==> config.mk <==
export PLATFORM = sky130hd
export DESIGN_NAME = escaped_text_payload_deframer_core
export DESIGN_NICKNAME = d
export VERILOG_FILES = /design/src/rtl/etpd_pkg.sv /design/src/rtl/etpd_front.sv /design/src/rtl/etpd_queue.sv /design/src/rtl/etpd_back.sv /design/src/rtl/escaped_text_payload_deframer_core.sv
export SDC_FILE = /design/constraint.sdc
export NUM_CORES = 1
export LEC_CHECK = 0
export BUFFER_PORTS_ARGS = -buffer_cell sky130_fd_sc_hd__buf_2
export CORE_ASPECT_RATIO = 2
export CORE_MARGIN = 2
export CORE_UTILIZATION = 40
export DETAILED_ROUTE_END_ITERATION = 10
export PLACE_DENSITY = 0.63
export SLEW_MARGIN = 20
export SYNTH_ARGS = -nofsm -noshare
export SYNTH_HDL_FRONTEND = slang
export SYNTH_HIERARCHICAL = 1
export SYNTH_SLANG_ARGS = --single-unit
==> constraint.sdc <==
create_clock -name clk_i -period 2.72 [get_ports clk_i]
set_input_delay 0.68 -clock clk_i [delete_from_list [all_inputs] [get_ports clk_i]]
set_output_delay 0.68 -clock clk_i [all_outputs]
set_load 0.05 [all_outputs]
==> src/rtl/etpd_pkg.sv <==
// Package for the escaped text payload deframer: item types, byte codes and queue sizing.
package etpd_pkg;

  // Framing bytes and length marker bounds
  localparam logic [7:0] Stx         = 8'h02;
  localparam logic [7:0] Etx         = 8'h03;
  localparam logic [7:0] CarRet      = 8'h0D;
  localparam logic [7:0] NlType      = 8'h10;
  localparam logic [7:0] ShortMkEnd  = 8'hD0;
  localparam logic [7:0] LongMkLo    = 8'hF0;
  localparam logic [7:0] LongMkHi    = 8'hFE;

  // Result kinds
  localparam logic [2:0] KindText     = 3'd0;
  localparam logic [2:0] KindStart    = 3'd1;
  localparam logic [2:0] KindBody     = 3'd2;
  localparam logic [2:0] KindEnd      = 3'd3;
  localparam logic [2:0] KindError    = 3'd4;
  localparam logic [2:0] KindAfterErr = 3'd5;

  // Error codes
  localparam logic [1:0] ErrNone      = 2'd0;
  localparam logic [1:0] ErrEarlyEnd  = 2'd1;
  localparam logic [1:0] ErrNoEtx     = 2'd2;
  localparam logic [1:0] ErrBadMarker = 2'd3;

  // Queue between classifier and deframer
  localparam int QDepth = 4;
  localparam int QAw    = $clog2(QDepth);
  localparam int QCntW  = $clog2(QDepth + 1);

  typedef struct packed {
    logic [7:0] data_byte;
    logic       string_last;
  } in_item_t;

  typedef struct packed {
    logic [2:0]  kind;
    logic [7:0]  out_byte;
    logic [7:0]  payload_type;
    logic [31:0] payload_length;
    logic [1:0]  error_code;
    logic        string_end;
  } out_item_t;

  // Classified byte as handed from front to back
  typedef struct packed {
    logic [7:0] data_byte;
    logic       last;
    logic       is_stx;
    logic       is_etx;
    logic       is_nl_type;
    logic       mk_short;
    logic       mk_long;
    logic [3:0] long_mask;
  } cls_t;

endpackage

==> src/rtl/etpd_front.sv <==
// Front end: accepts input requests and classifies each byte for the deframer.
module etpd_front (
  input  logic             in_valid_i,
  output logic             in_stall_o,
  input  etpd_pkg::in_item_t in_item_i,
  input  logic             q_full_i,
  output logic             push_o,
  output etpd_pkg::cls_t   cls_o
);
  import etpd_pkg::*;

  logic [7:0] b;

  assign b          = in_item_i.data_byte;
  assign in_stall_o = q_full_i;
  assign push_o     = in_valid_i && !q_full_i;

  always_comb begin
    cls_o.data_byte  = b;
    cls_o.last       = in_item_i.string_last;
    cls_o.is_stx     = (b == Stx);
    cls_o.is_etx     = (b == Etx);
    cls_o.is_nl_type = (b == NlType);
    cls_o.mk_short   = (b != 8'h00) && (b < ShortMkEnd);
    cls_o.mk_long    = (b >= LongMkLo) && (b <= LongMkHi);
    // bits 3..0 of marker+1 select length bytes 31:24 .. 7:0
    cls_o.long_mask  = b[3:0] + 4'd1;
  end

endmodule

==> src/rtl/etpd_queue.sv <==
// Short register queue between the classifier and the deframer.
module etpd_queue (
  input  logic           clk_i,
  input  logic           rst_ni,
  input  logic           push_i,
  input  etpd_pkg::cls_t push_data_i,
  input  logic           pop_i,
  output logic           full_o,
  output logic           valid_o,
  output etpd_pkg::cls_t pop_data_o
);
  import etpd_pkg::*;

  cls_t             mem_q [QDepth];
  logic [QAw-1:0]   wr_ptr_q, wr_ptr_d;
  logic [QAw-1:0]   rd_ptr_q, rd_ptr_d;
  logic [QCntW-1:0] cnt_q, cnt_d;
  logic             do_pop;

  assign full_o     = (cnt_q == QCntW'(QDepth));
  assign valid_o    = (cnt_q != '0);
  assign pop_data_o = mem_q[rd_ptr_q];
  assign do_pop     = pop_i && valid_o;

  always_comb begin
    wr_ptr_d = wr_ptr_q;
    rd_ptr_d = rd_ptr_q;
    cnt_d    = cnt_q;
    if (push_i) begin
      wr_ptr_d = (wr_ptr_q == QAw'(QDepth - 1)) ? '0 : wr_ptr_q + 1'b1;
    end
    if (do_pop) begin
      rd_ptr_d = (rd_ptr_q == QAw'(QDepth - 1)) ? '0 : rd_ptr_q + 1'b1;
    end
    if (push_i && !do_pop) begin
      cnt_d = cnt_q + 1'b1;
    end else if (!push_i && do_pop) begin
      cnt_d = cnt_q - 1'b1;
    end
  end

  always_ff @(posedge clk_i or negedge rst_ni) begin
    if (!rst_ni) begin
      wr_ptr_q <= '0;
      rd_ptr_q <= '0;
      cnt_q    <= '0;
    end else begin
      wr_ptr_q <= wr_ptr_d;
      rd_ptr_q <= rd_ptr_d;
      cnt_q    <= cnt_d;
    end
  end

  always_ff @(posedge clk_i) begin
    if (push_i) begin
      mem_q[wr_ptr_q] <= push_data_i;
    end
  end

endmodule

==> src/rtl/etpd_back.sv <==
// Back end: deframing state machine with the registered result output.
module etpd_back (
  input  logic                clk_i,
  input  logic                rst_ni,
  input  logic                cfg_we_i,
  input  logic                cfg_data_i,
  input  logic                q_valid_i,
  input  etpd_pkg::cls_t      q_data_i,
  output logic                pop_o,
  output logic                out_valid_o,
  input  logic                out_stall_i,
  output etpd_pkg::out_item_t out_item_o
);
  import etpd_pkg::*;

  typedef enum logic [2:0] {
    PhText, PhType, PhMarker, PhLenBytes, PhBody, PhEtx, PhDiscard
  } phase_e;

  phase_e      phase_q, phase_d;
  logic [7:0]  held_type_q, held_type_d;
  logic [3:0]  len_mask_q, len_mask_d;
  logic [31:0] len_acc_q, len_acc_d;
  logic [31:0] body_rem_q, body_rem_d;
  logic        suppress_q, suppress_d;
  logic        nl_mode_q;
  logic        out_valid_q, out_valid_d;
  out_item_t   out_q, out_d;

  cls_t        c;
  logic        has_res;
  out_item_t   res;
  logic [31:0] len_done;
  logic        len_fire;
  logic [31:0] acc_or;
  logic [3:0]  mask_clr;
  logic [31:0] rem_dec;

  assign c           = q_data_i;
  assign pop_o       = q_valid_i && (!out_valid_q || !out_stall_i);
  assign out_valid_o = out_valid_q;
  assign out_item_o  = out_q;
  assign rem_dec     = body_rem_q - 32'd1;

  // highest pending length byte first
  always_comb begin
    if (len_mask_q[3]) begin
      acc_or   = {c.data_byte, 24'h0};
      mask_clr = 4'b1000;
    end else if (len_mask_q[2]) begin
      acc_or   = {8'h0, c.data_byte, 16'h0};
      mask_clr = 4'b0100;
    end else if (len_mask_q[1]) begin
      acc_or   = {16'h0, c.data_byte, 8'h0};
      mask_clr = 4'b0010;
    end else begin
      acc_or   = {24'h0, c.data_byte};
      mask_clr = 4'b0001;
    end
  end

  always_comb begin
    phase_d     = phase_q;
    held_type_d = held_type_q;
    len_mask_d  = len_mask_q;
    len_acc_d   = len_acc_q;
    body_rem_d  = body_rem_q;
    suppress_d  = suppress_q;
    has_res     = 1'b0;
    res         = '0;
    len_fire    = 1'b0;
    len_done    = '0;

    case (phase_q)
      PhText: begin
        if (!c.is_stx) begin
          has_res        = 1'b1;
          res.kind       = KindText;
          res.out_byte   = c.data_byte;
          res.string_end = c.last;
        end else if (c.last) begin
          has_res        = 1'b1;
          res.kind       = KindError;
          res.error_code = ErrEarlyEnd;
          res.string_end = 1'b1;
        end else begin
          phase_d = PhType;
        end
      end
      PhType: begin
        if (c.last) begin
          has_res        = 1'b1;
          res.kind       = KindError;
          res.error_code = ErrEarlyEnd;
          res.string_end = 1'b1;
          phase_d        = PhText;
        end else begin
          held_type_d = c.data_byte;
          suppress_d  = nl_mode_q && c.is_nl_type;
          phase_d     = PhMarker;
        end
      end
      PhMarker: begin
        if (!c.mk_short && !c.mk_long) begin
          has_res        = 1'b1;
          res.kind       = KindError;
          res.error_code = ErrBadMarker;
          res.string_end = c.last;
          phase_d        = c.last ? PhText : PhDiscard;
        end else if (c.last) begin
          has_res        = 1'b1;
          res.kind       = KindError;
          res.error_code = ErrEarlyEnd;
          res.string_end = 1'b1;
          phase_d        = PhText;
        end else if (c.mk_short) begin
          len_fire = 1'b1;
          len_done = {24'h0, c.data_byte - 8'd1};
        end else begin
          len_mask_d = c.long_mask;
          len_acc_d  = '0;
          phase_d    = PhLenBytes;
        end
      end
      PhLenBytes: begin
        if (c.last) begin
          has_res        = 1'b1;
          res.kind       = KindError;
          res.error_code = ErrEarlyEnd;
          res.string_end = 1'b1;
          phase_d        = PhText;
        end else begin
          len_acc_d  = len_acc_q | acc_or;
          len_mask_d = len_mask_q & ~mask_clr;
          if ((len_mask_q & ~mask_clr) == 4'h0) begin
            len_fire = 1'b1;
            len_done = len_acc_q | acc_or;
          end
        end
      end
      PhBody: begin
        if (c.last) begin
          has_res        = 1'b1;
          res.kind       = KindError;
          res.error_code = ErrEarlyEnd;
          res.string_end = 1'b1;
          phase_d        = PhText;
        end else begin
          body_rem_d = rem_dec;
          if (rem_dec == 32'h0) begin
            phase_d = PhEtx;
          end
          if (!suppress_q) begin
            has_res          = 1'b1;
            res.kind         = KindBody;
            res.out_byte     = c.data_byte;
            res.payload_type = held_type_q;
          end
        end
      end
      PhEtx: begin
        has_res        = 1'b1;
        res.string_end = c.last;
        if (!c.is_etx) begin
          res.kind       = KindError;
          res.error_code = ErrNoEtx;
          phase_d        = c.last ? PhText : PhDiscard;
        end else if (suppress_q) begin
          res.kind     = KindText;
          res.out_byte = CarRet;
          phase_d      = PhText;
        end else begin
          res.kind         = KindEnd;
          res.payload_type = held_type_q;
          phase_d          = PhText;
        end
      end
      PhDiscard: begin
        if (c.last) begin
          has_res        = 1'b1;
          res.kind       = KindAfterErr;
          res.string_end = 1'b1;
          phase_d        = PhText;
        end
      end
      default: begin
        phase_d = PhText;
      end
    endcase

    if (len_fire) begin
      body_rem_d = len_done;
      phase_d    = (len_done != 32'h0) ? PhBody : PhEtx;
      if (!suppress_q) begin
        has_res            = 1'b1;
        res.kind           = KindStart;
        res.payload_type   = held_type_q;
        res.payload_length = len_done;
      end
    end
  end

  always_comb begin
    out_valid_d = out_valid_q && out_stall_i;
    out_d       = out_q;
    if (pop_o && has_res) begin
      out_valid_d = 1'b1;
      out_d       = res;
    end
  end

  always_ff @(posedge clk_i or negedge rst_ni) begin
    if (!rst_ni) begin
      phase_q     <= PhText;
      held_type_q <= '0;
      len_mask_q  <= '0;
      len_acc_q   <= '0;
      body_rem_q  <= '0;
      suppress_q  <= 1'b0;
      nl_mode_q   <= 1'b0;
      out_valid_q <= 1'b0;
      out_q       <= '0;
    end else begin
      if (cfg_we_i) begin
        nl_mode_q <= cfg_data_i;
      end
      if (pop_o) begin
        phase_q     <= phase_d;
        held_type_q <= held_type_d;
        len_mask_q  <= len_mask_d;
        len_acc_q   <= len_acc_d;
        body_rem_q  <= body_rem_d;
        suppress_q  <= suppress_d;
      end
      out_valid_q <= out_valid_d;
      out_q       <= out_d;
    end
  end

  a_body_nonzero: assert property (@(posedge clk_i) disable iff (!rst_ni)
    phase_q == PhBody |-> body_rem_q != 32'h0)
    else $error("body phase with zero bytes remaining");

  a_lenbytes_mask: assert property (@(posedge clk_i) disable iff (!rst_ni)
    phase_q == PhLenBytes |-> len_mask_q != 4'h0)
    else $error("length byte phase with empty mask");

  a_last_to_text: assert property (@(posedge clk_i) disable iff (!rst_ni)
    pop_o && c.last |=> phase_q == PhText)
    else $error("final byte did not return to text phase");

  a_last_gives_result: assert property (@(posedge clk_i) disable iff (!rst_ni)
    pop_o && c.last |=> out_valid_q && out_q.string_end)
    else $error("final byte produced no end-marked result");

endmodule

==> src/rtl/escaped_text_payload_deframer_core.sv <==
// Top level of the escaped text payload deframer: classifier, queue and deframer.
//
//   channel | direction | handshake               | payload
//   in      | input     | in_valid_i / in_stall_o | in_item_i  (data_byte, string_last)
//   out     | output    | out_valid_o/out_stall_i | out_item_o (kind ... string_end)
//   cfg     | input     | cfg_we_i                | cfg_data_i (newline_mode)
//
// One byte per cycle sustained while the output is not stalled; a byte is written into the queue
// at acceptance, and its result is then registered into the output register by the deframer step.
// The four-entry queue absorbs output stalls; in_stall_o rises only when it is full.
// Reset clears the queue, the output register, the phase and newline_mode.
module escaped_text_payload_deframer_core (
  input  logic                clk_i,
  input  logic                rst_ni,
  input  logic                in_valid_i,
  output logic                in_stall_o,
  input  etpd_pkg::in_item_t  in_item_i,
  output logic                out_valid_o,
  input  logic                out_stall_i,
  output etpd_pkg::out_item_t out_item_o,
  input  logic                cfg_we_i,
  input  logic                cfg_data_i
);
  import etpd_pkg::*;

  cls_t push_data;
  cls_t pop_data;
  logic push;
  logic pop;
  logic q_full;
  logic q_valid;

  etpd_front u_front (
    .in_valid_i (in_valid_i),
    .in_stall_o (in_stall_o),
    .in_item_i  (in_item_i),
    .q_full_i   (q_full),
    .push_o     (push),
    .cls_o      (push_data)
  );

  etpd_queue u_queue (
    .clk_i       (clk_i),
    .rst_ni      (rst_ni),
    .push_i      (push),
    .push_data_i (push_data),
    .pop_i       (pop),
    .full_o      (q_full),
    .valid_o     (q_valid),
    .pop_data_o  (pop_data)
  );

  etpd_back u_back (
    .clk_i       (clk_i),
    .rst_ni      (rst_ni),
    .cfg_we_i    (cfg_we_i),
    .cfg_data_i  (cfg_data_i),
    .q_valid_i   (q_valid),
    .q_data_i    (pop_data),
    .pop_o       (pop),
    .out_valid_o (out_valid_o),
    .out_stall_i (out_stall_i),
    .out_item_o  (out_item_o)
  );

endmodule
==> flow_metrics.py, run 1 <==
metrics = {
    "drt": {
        "ant_nets": 0,
        "via_count": 9385,
        "wl_per_cell_um": 21.42,
        "routed_wl_um": 34180,
        "drt-initial-drc-count": 904,
        "drtPass1Iterations": 5,
        "via_per_inst": 5.880,
        "drc": 0,
    },
    "global_routing": {
        "grt_pass1_wl_um": 49810,
        "grt_overflow_total": 0,
        "grt_pass1_vias": 9066,
        "grt_max_degree": 54,
        "grt_antenna_before_repair": 0,
        "grt_use_total_pct": 22.28,
    },
    "worst_setup_path": {
        "r2r_slack_ns": -0.13,
        "critPathKind": "reg -> reg",
        "max_stage_delay_ns": 0.57,
        "crit_chain": "buf_12, buf_8, mux4_2, buf_6, nor3_2, a21oi_1, o211ai_1, a21o_2, buf_12, nand2_8, clkbuf_16, a22o_1",
        "r2r-end": "u_back/out_item_o[8]$_DFFE_PN0P_",
        "cp_slowest_cell": "mux4_2",
        "cp_common_cell": "buf_12",
        "r2r_start": "u_queue/rd_ptr_q[0]$_DFFE_PN0P_",
        "rr_worst_depth": 12,
        "cp.arrival_ns": 3.26,
        "endpoint_kind": "flop",
        "start_kind": "flop",
        "required_ns": 3.13,
        "critPathMaxFanout": 7,
    },
    "floorplanning": {
        "die_w_um": 120.1,
        "rows": 85,
        "core_area_um2": 26690,
        "initial_core_util_pct": 40.37,
        "dieArea_um2": 28350,
        "die_h_um": 236.1,
        "ioPinCount": 71,
    },
    "final_layout": {
        "n_antenna_cell": 0,
        "n_fill_cell": 2220,
        "layout-drive-gt1-share_pct": 37.58,
        "syn_to_final_growth_pct": 35.57,
        "nets": 1265,
    },
    "timing": {
        "whs_ns": 0.07446,
        "setup_ws_ns": -0.1346,
        "rsz0062_at_grt": "true",
        "max_freq_mhz": 350.3,
        "worst_pin_slew_ns": 0.6468,
        "slew_headroom_pct": 56.55,
        "fin_crit_ns": 2.855,
        "setup_tns_ns": -2.872,
        "hold_viol": 0,
        "setup_violations": 48,
        "fin_crit_sh_pct": 104.9,
        "worst_clock_skew_ns": 0.01253,
        "final_max_slew_viol_count": 0,
    },
    "status": {
        "status": "complete, but fails checks",
        "violations": "setup timing",
    },
    "synth": {
        "synth_fp_nets": 1077,
        "synth_ff_type": "dfrtp_1",
        "yosysWarnings": 6,
        "postSynthAreaPerCell_um2": 10.31,
        "ys_seq_area_share_pct": 53.27,
        "netlist_top_cells_count": "143 x dfrtp_1, 106 x o21ai_0, 100 x nand2_1, 93 x a21oi_1, 93 x nor2_1",
        "synth_edf_count": 72,
        "yosysMostFrequentCell": "dfrtp_1",
        "postSynth.asyncResetShare_pct": 66.51,
        "synth_cell_type_count": 75,
        "synth_top_cell_by_area": "dfrtp_1",
        "synth.area.top_cells": "dfrtp_1 33%, edfxtp_1 20%, o21ai_0 4.9%",
        "synth_area_um2": 10780,
        "synth_top_area_share_pct": 33.21,
        "synth_cells": 1045,
        "synth_seq_cells": 215,
    },
    "power": {
        "vdd_drop_max_mv": 0.7132,
        "p_per_area_nw_per_um2": 1287,
        "p_leak_nw": 6.229,
    },
    "clocking": {
        "cts_buffers": 21,
        "clk_pin_slew_worst_paths_ns": 0.07,
        "clkLatencyLatePin_ns": 0.52,
        "clkSinkCount": 215,
        "cts_root_buf": "clkbuf_16",
        "cts-htree-levels": 1,
        "cts_tree": "built",
        "cts.path.max_buffers": 3,
    },
    "hold_path": {
        "hold_class": "in -> async",
    },
    "place": {
        "gp_congestion": 0.9451,
        "dp_hpwl_um": 21960,
        "port_buffers": 70,
    },
    "flow_run": {
        "drv_cap": 0,
    },
}
==> sequential cells by signal, indices dropped and copies added, names as in the netlist <==
name                cells
u_back/len_mask_q       4
u_queue/wr_ptr_q        2
u_back/out_item_o      54
u_queue/cnt_q           3
u_back/held_type_q      8
u_queue/mem_q          72
u_back/phase_q          3
u_queue/rd_ptr_q        2
u_back/body_rem_q      32
u_back/nl_mode_q        1
u_back/len_acc_q       32
u_back/out_valid_o      1
u_back/suppress_q       1
==> worst max-delay path, delay by kind of cell (launching register included) <==
family / cells / cell delay (ns)
muxes: 1 / 0.57
and+or+nand+nor: 2 / 0.22
DFF: 1 / 0.40
buffers and inverters: 5 / 0.75
AOI/OAI and AO/OA: 4 / 0.82
==> how the worst max path moves through the flow <==
| stage | start | end | slack, ns | cells past startpoint |
|---|---|---|---|---|
| detailed placement | u_back/body_rem_q[24]$_DFFE_PN0P_ | u_back/phase_q[0]$_DFFE_PN0P_ | -0.23 | 9 |
| global placement | u_back/body_rem_q[24]$_DFFE_PN0P_ | u_back/phase_q[0]$_DFFE_PN0P_ | -0.14 | 9 |
| floorplan | u_back/body_rem_q[0]$_DFFE_PN0P_ | u_back/phase_q[1]$_DFFE_PN0P_ | -0.05 | 9 |
| finish | u_queue/rd_ptr_q[0]$_DFFE_PN0P_ | u_back/out_item_o[8]$_DFFE_PN0P_ | -0.13 | 12 |
| CTS | u_queue/rd_ptr_q[0]$_DFFE_PN0P_ | u_back/phase_q[0]$_DFFE_PN0P_ | -0.09 | 10 |
| global route | u_queue/rd_ptr_q[0]$_DFFE_PN0P_ | u_back/out_item_o[8]$_DFFE_PN0P_ | -0.21 | 12 |
==> report_power, final <==
part           internal (mW)  switching (mW)
combinational           4.65            6.09
sequential              4.22           0.666
clock                   1.87            1.31
==> layout by cell type (no fill, tap or decap), types with 9 or more instances in the layout <==
| cell type | netlist | final |
|---|---|---|
| a21oi_1 | 93 | 93 |
| a22o_1 | 20 | 20 |
| a31oi_1 | 12 | 11 |
| buf_12 | 0 | 12 |
| buf_2 | 4 | 69 |
| buf_4 | 13 | 140 |
| buf_6 | 1 | 11 |
| clkbuf_16 | 0 | 31 |
| dfrtp_1 | 143 | 143 |
| edfxtp_1 | 72 | 72 |
| ha_1 | 16 | 14 |
| inv_1 | 22 | 17 |
| mux4_2 | 18 | 18 |
| nand2_1 | 100 | 50 |
| nand2_2 | 0 | 24 |
| nand2_4 | 1 | 26 |
| nand3_1 | 18 | 17 |
| nand4_1 | 11 | 11 |
| nor2_1 | 93 | 87 |
| nor2b_1 | 10 | 9 |
| nor3_1 | 32 | 23 |
| nor3_2 | 2 | 10 |
| o21ai_0 | 106 | 69 |
| o21ai_1 | 1 | 23 |
| o21ai_2 | 0 | 15 |
| o31ai_4 | 0 | 10 |
==> cells by family (layout without fill, tap and decap cells) <==
| kind of cell | count (synthesis) | after routing | share of synthesized area (%) |
|---|---|---|---|
| XOR/XNOR | 10 | 10 | 0.8129 |
| adder cells (fa/ha/maj) | 17 | 17 | 2.044 |
| buffers and inverters | 110 | 312 | 4.401 |
| AND/OR/NAND/NOR | 341 | 342 | 15.95 |
| flip-flops | 215 | 215 | 53.27 |
| multiplexers | 30 | 30 | 5.086 |
| AO/OA/AOI/OAI | 322 | 322 | 18.43 |
==> metrics by stage <==
stage / power [mW] / instance area (µm²) / util, % / cells / setup WS, ns
after floorplan: 9.656 / 10820 / - / 1045 / -0.05442
after global placement: 12.77 / 12380 / 46.37 / 1516 / -0.1433
after detailed placement: 12.94 / 12380 / 46.37 / 1516 / -0.2315
after CTS: 17.04 / 13500 / 50.56 / 1572 / -0.08999
after global routing: 19.71 / 14610 / 54.72 / 1596 / -0.2082
final: 18.80 / 14610 / 54.72 / 1596 / -0.1346
==> layer usage <==
layer / GRT usage (%) / vias up / wire [µm]
li1: - / 4251 / -
met1: 29.88 / 4594 / 13670
met2: 36.79 / 448 / 16830
met3: 2.539 / 92 / 2165
met4: 8.734 / 0 / 1517
met5: 0 / - / 0
==> layout make-up <==
class	count	area [µm²]	area share [%]
inverters	22	82.58	0.5653
clock buffers	24	556.8	3.812
repair buffers	252	2195	15.02
multi-input cells	721	5406	37.01
flip-flops and latches	215	5741	39.30
clock inverters	14	191.4	1.310
well taps	348	435.4	2.981
==> what timing repair did <==
item                                    4_1_cts  5_1_grt
resized for setup                            36      208
pin swaps                                     4       57
endpoints found under the setup margin       14      118
buffers inserted                             14       13
gates cloned                                  4       15
hold buffers                                  0        0
Power figures use the tool's default switching activity.
==> run 2: changes to the inputs <==
--- a/config.mk
+++ b/config.mk
@@ -6,12 +6,11 @@
 export NUM_CORES = 1
 export LEC_CHECK = 0
 export BUFFER_PORTS_ARGS = -buffer_cell sky130_fd_sc_hd__buf_2
-export CORE_ASPECT_RATIO = 2
+export CORE_ASPECT_RATIO = 1.5
 export CORE_MARGIN = 2
 export CORE_UTILIZATION = 40
 export DETAILED_ROUTE_END_ITERATION = 10
 export PLACE_DENSITY = 0.63
-export SLEW_MARGIN = 20
 export SYNTH_ARGS = -nofsm -noshare
 export SYNTH_HDL_FRONTEND = slang
 export SYNTH_HIERARCHICAL = 1
==> run 2 against run 1 <==
  * The run still ends with setup timing left
  * Fmax grew 1.7%
  * Sequential power grew 0.8%
  * Largest cell class unchanged
  * Utilization shrank 3.4 points
  * Sequential share of layout area grew 2.9 points
  * Highest routed layer unchanged
  * Non-clock buffer count shrank 23
  * Critical path depth shrank 2
==> flow_metrics.py, run 2 (synthesized netlist as in run 1, its figures left out) <==
metrics = {
    "clocking": {
        "clkSinkCount": 215,
        "clk_pin_slew_worst_paths_ns": 0.07,
        "cts.path.max_buffers": 3,
        "cts_buffers": 22,
        "clkLatencyLatePin_ns": 0.54,
        "cts_tree": "built",
        "cts_root_buf": "clkbuf_16",
        "cts-hold-fix-buffers": 0,
        "cts-htree-levels": 1,
    },
    "worst_setup_path": {
        "r2r_start": "u_back/body_rem_q[0]$_DFFE_PN0P_",
        "startpoint": "u_back/body_rem_q[0]$_DFFE_PN0P_",
        "r2r_slack_ns": -0.09,
        "r2r-end": "u_back/phase_q[0]$_DFFE_PN0P_",
        "required_ns": 3.15,
        "critPathKind": "reg -> reg",
        "cp-endpoint": "u_back/phase_q[0]$_DFFE_PN0P_",
        "cp.arrival_ns": 3.24,
        "start_kind": "flop",
        "critPathMaxFanout": 9,
        "endpoint_kind": "flop",
        "rr_worst_depth": 10,
    },
    "hold_path": {
        "hold_class": "in -> async",
    },
    "status": {
        "status": "complete, but fails checks",
        "violations": "setup timing",
    },
    "global_routing": {
        "grt_max_degree": 44,
        "grt_pass1_vias": 8986,
        "grt_pass1_wl_um": 48180,
        "grt_use_total_pct": 21.43,
        "grt_overflow_total": 0,
        "grt_antenna_before_repair": 0,
    },
    "power": {
        "power_frac_comb_pct": 51.5,
        "p_switching_mw": 7.149,
        "clkPwrFrac_pct": 19.4,
        "swShare_pct": 42.20,
        "total_power_mw": 16.94,
        "vdd_drop_max_mv": 0.6680,
        "p_per_area_nw_per_um2": 1245,
        "p_leak_nw": 5.786,
        "internal-power_mw": 9.794,
        "p_seq_share_pct": 29.1,
    },
    "floorplanning": {
        "ioPinCount": 71,
        "core_area_um2": 26490,
        "rows": 73,
        "dieArea_um2": 28290,
        "die_h_um": 205.0,
        "die_w_um": 138.0,
        "initial_core_util_pct": 40.68,
    },
    "final_layout": {
        "layout-drive-gt1-share_pct": 29.04,
        "final_common_cell": "buf_4",
        "regMostFlops": "u_queue/mem_q",
        "multi_input_area_um2": 4856,
        "stdcell_count": 1563,
        "n_antenna_cell": 0,
        "syn_to_final_growth_pct": 26.25,
        "largest_register_ffs": 72,
        "nets": 1242,
        "mostFrequentLayoutCells": "144 x buf_4, 142 x dfrtp_1, 102 x o21ai_0, 96 x nand2_1, 93 x a21oi_1",
        "n_fill_cell": 2405,
        "ff_latch_area_um2": 5742,
    },
    "timing": {
        "rsz0062_at_grt": "true",
        "fin_crit_sh_pct": 103.2,
        "setup_tns_ns": -0.1783,
        "worst_clock_skew_ns": 0.02367,
        "setup_violations": 3,
        "max_freq_mhz": 356.1,
        "worst_pin_slew_ns": 0.8627,
        "fin_crit_ns": 2.808,
        "hold_viol": 0,
        "setup_ws_ns": -0.08804,
        "whs_ns": 0.06372,
        "final_max_slew_viol_count": 0,
        "slew_headroom_pct": 42.49,
    },
    "drt": {
        "drc": 0,
        "via_per_inst": 5.770,
        "wl_per_cell_um": 19.79,
        "drt-initial-drc-count": 684,
        "via_count": 9019,
        "ant_nets": 0,
        "drtPass1Iterations": 6,
        "routed_wl_um": 30940,
    },
    "place": {
        "port_buffers": 70,
        "gp_congestion": 0.9581,
        "placedCellCount": 1506,
        "dp_hpwl_um": 22140,
    },
    "flow_run": {
        "drv_cap": 0,
    },
}
[run 2: changes by cell type in the layout (fill, tap and decap cells not counted), sizes merged]
cell	before	now
buf	241	228
clkbuf	34	24
inv	25	27
clkdlybuf4s15	1	0
clkinvlp	3	4
nand2	102	101
[run 2: final cells by class]
cell class | instances | area share [%]
clock buffers | 23 | 4.148
inverters | 22 | 0.6070
clock inverters | 17 | 1.674
well taps | 337 | 3.099
flip-flops and latches | 215 | 42.21
repair buffers | 229 | 12.57
multi-input cells | 720 | 35.69
[run 2: worst min-delay path by stage]
stage                                      from                           endpoint  slack (ns)  cells past startpoint
2_1_floorplan                            rst_ni   u_back/body_rem_q[0]$_DFFE_PN0P_        0.38                      0
3_3_place_gp   u_back/out_item_o[4]$_DFFE_PN0P_   u_back/out_item_o[4]$_DFFE_PN0P_        0.45                      2
3_5_place_dp   u_back/out_item_o[4]$_DFFE_PN0P_   u_back/out_item_o[4]$_DFFE_PN0P_        0.45                      2
4_1_cts                                  rst_ni  u_back/out_item_o[51]$_DFFE_PN0P_        0.06                      1
5_1_grt                                  rst_ni  u_back/out_item_o[51]$_DFFE_PN0P_        0.09                      1
6_report                                 rst_ni   u_back/out_item_o[1]$_DFFE_PN0P_        0.06                      1
[run 2: timing repair]
action	4_1_cts	5_1_grt
pin swaps	6	11
cloned	0	1
buffers inserted	6	10
gates resized for setup	17	46
setup endpoints to repair	104	97
[run 2: power by group through the flow]
stage	registers [mW]	clock network (mW)	logic, mW
2_1_floorplan	5.09	0	4.57
3_3_place_gp	4.92	0	7.92
3_5_place_dp	4.95	0	8.00
4_1_cts	4.90	3.36	8.20
5_1_grt	5.03	3.47	9.38
6_report	4.93	3.29	8.73
[run 2: through the flow]
| stage | setup slack, ns | util (%) | instance area, µm² |
|---|---|---|---|
| 2_1_floorplan | -0.05442 | - | 10820 |
| 3_3_place_gp | -0.09446 | 46.66 | 12360 |
| 3_5_place_dp | -0.1527 | 46.66 | 12360 |
| 4_1_cts | -0.08008 | 50.11 | 13270 |
| 5_1_grt | -0.1844 | 51.36 | 13600 |
| 6_report | -0.08804 | 51.36 | 13600 |
[run 2: layer usage]
metal,vias to the layer above,routed length (µm),GRT usage [%]
met1,4446,11940,24.55
met3,99,1200,2.571
met4,0,1654,13.99
li1,4194,-,-
met5,-,0,0
met2,280,16140,37.84
[run 2: critical path: stages (launching register included)]
cell and delay (ns):
dfrtp_1 0.41, inv_2 0.09, ha_4 0.14, or3b_2 0.51, nor3_1 0.19, buf_4 0.22
and3_1 0.16, o21ai_0 0.16, a221oi_4 0.33, a31oi_4 0.15, mux2_4 0.32
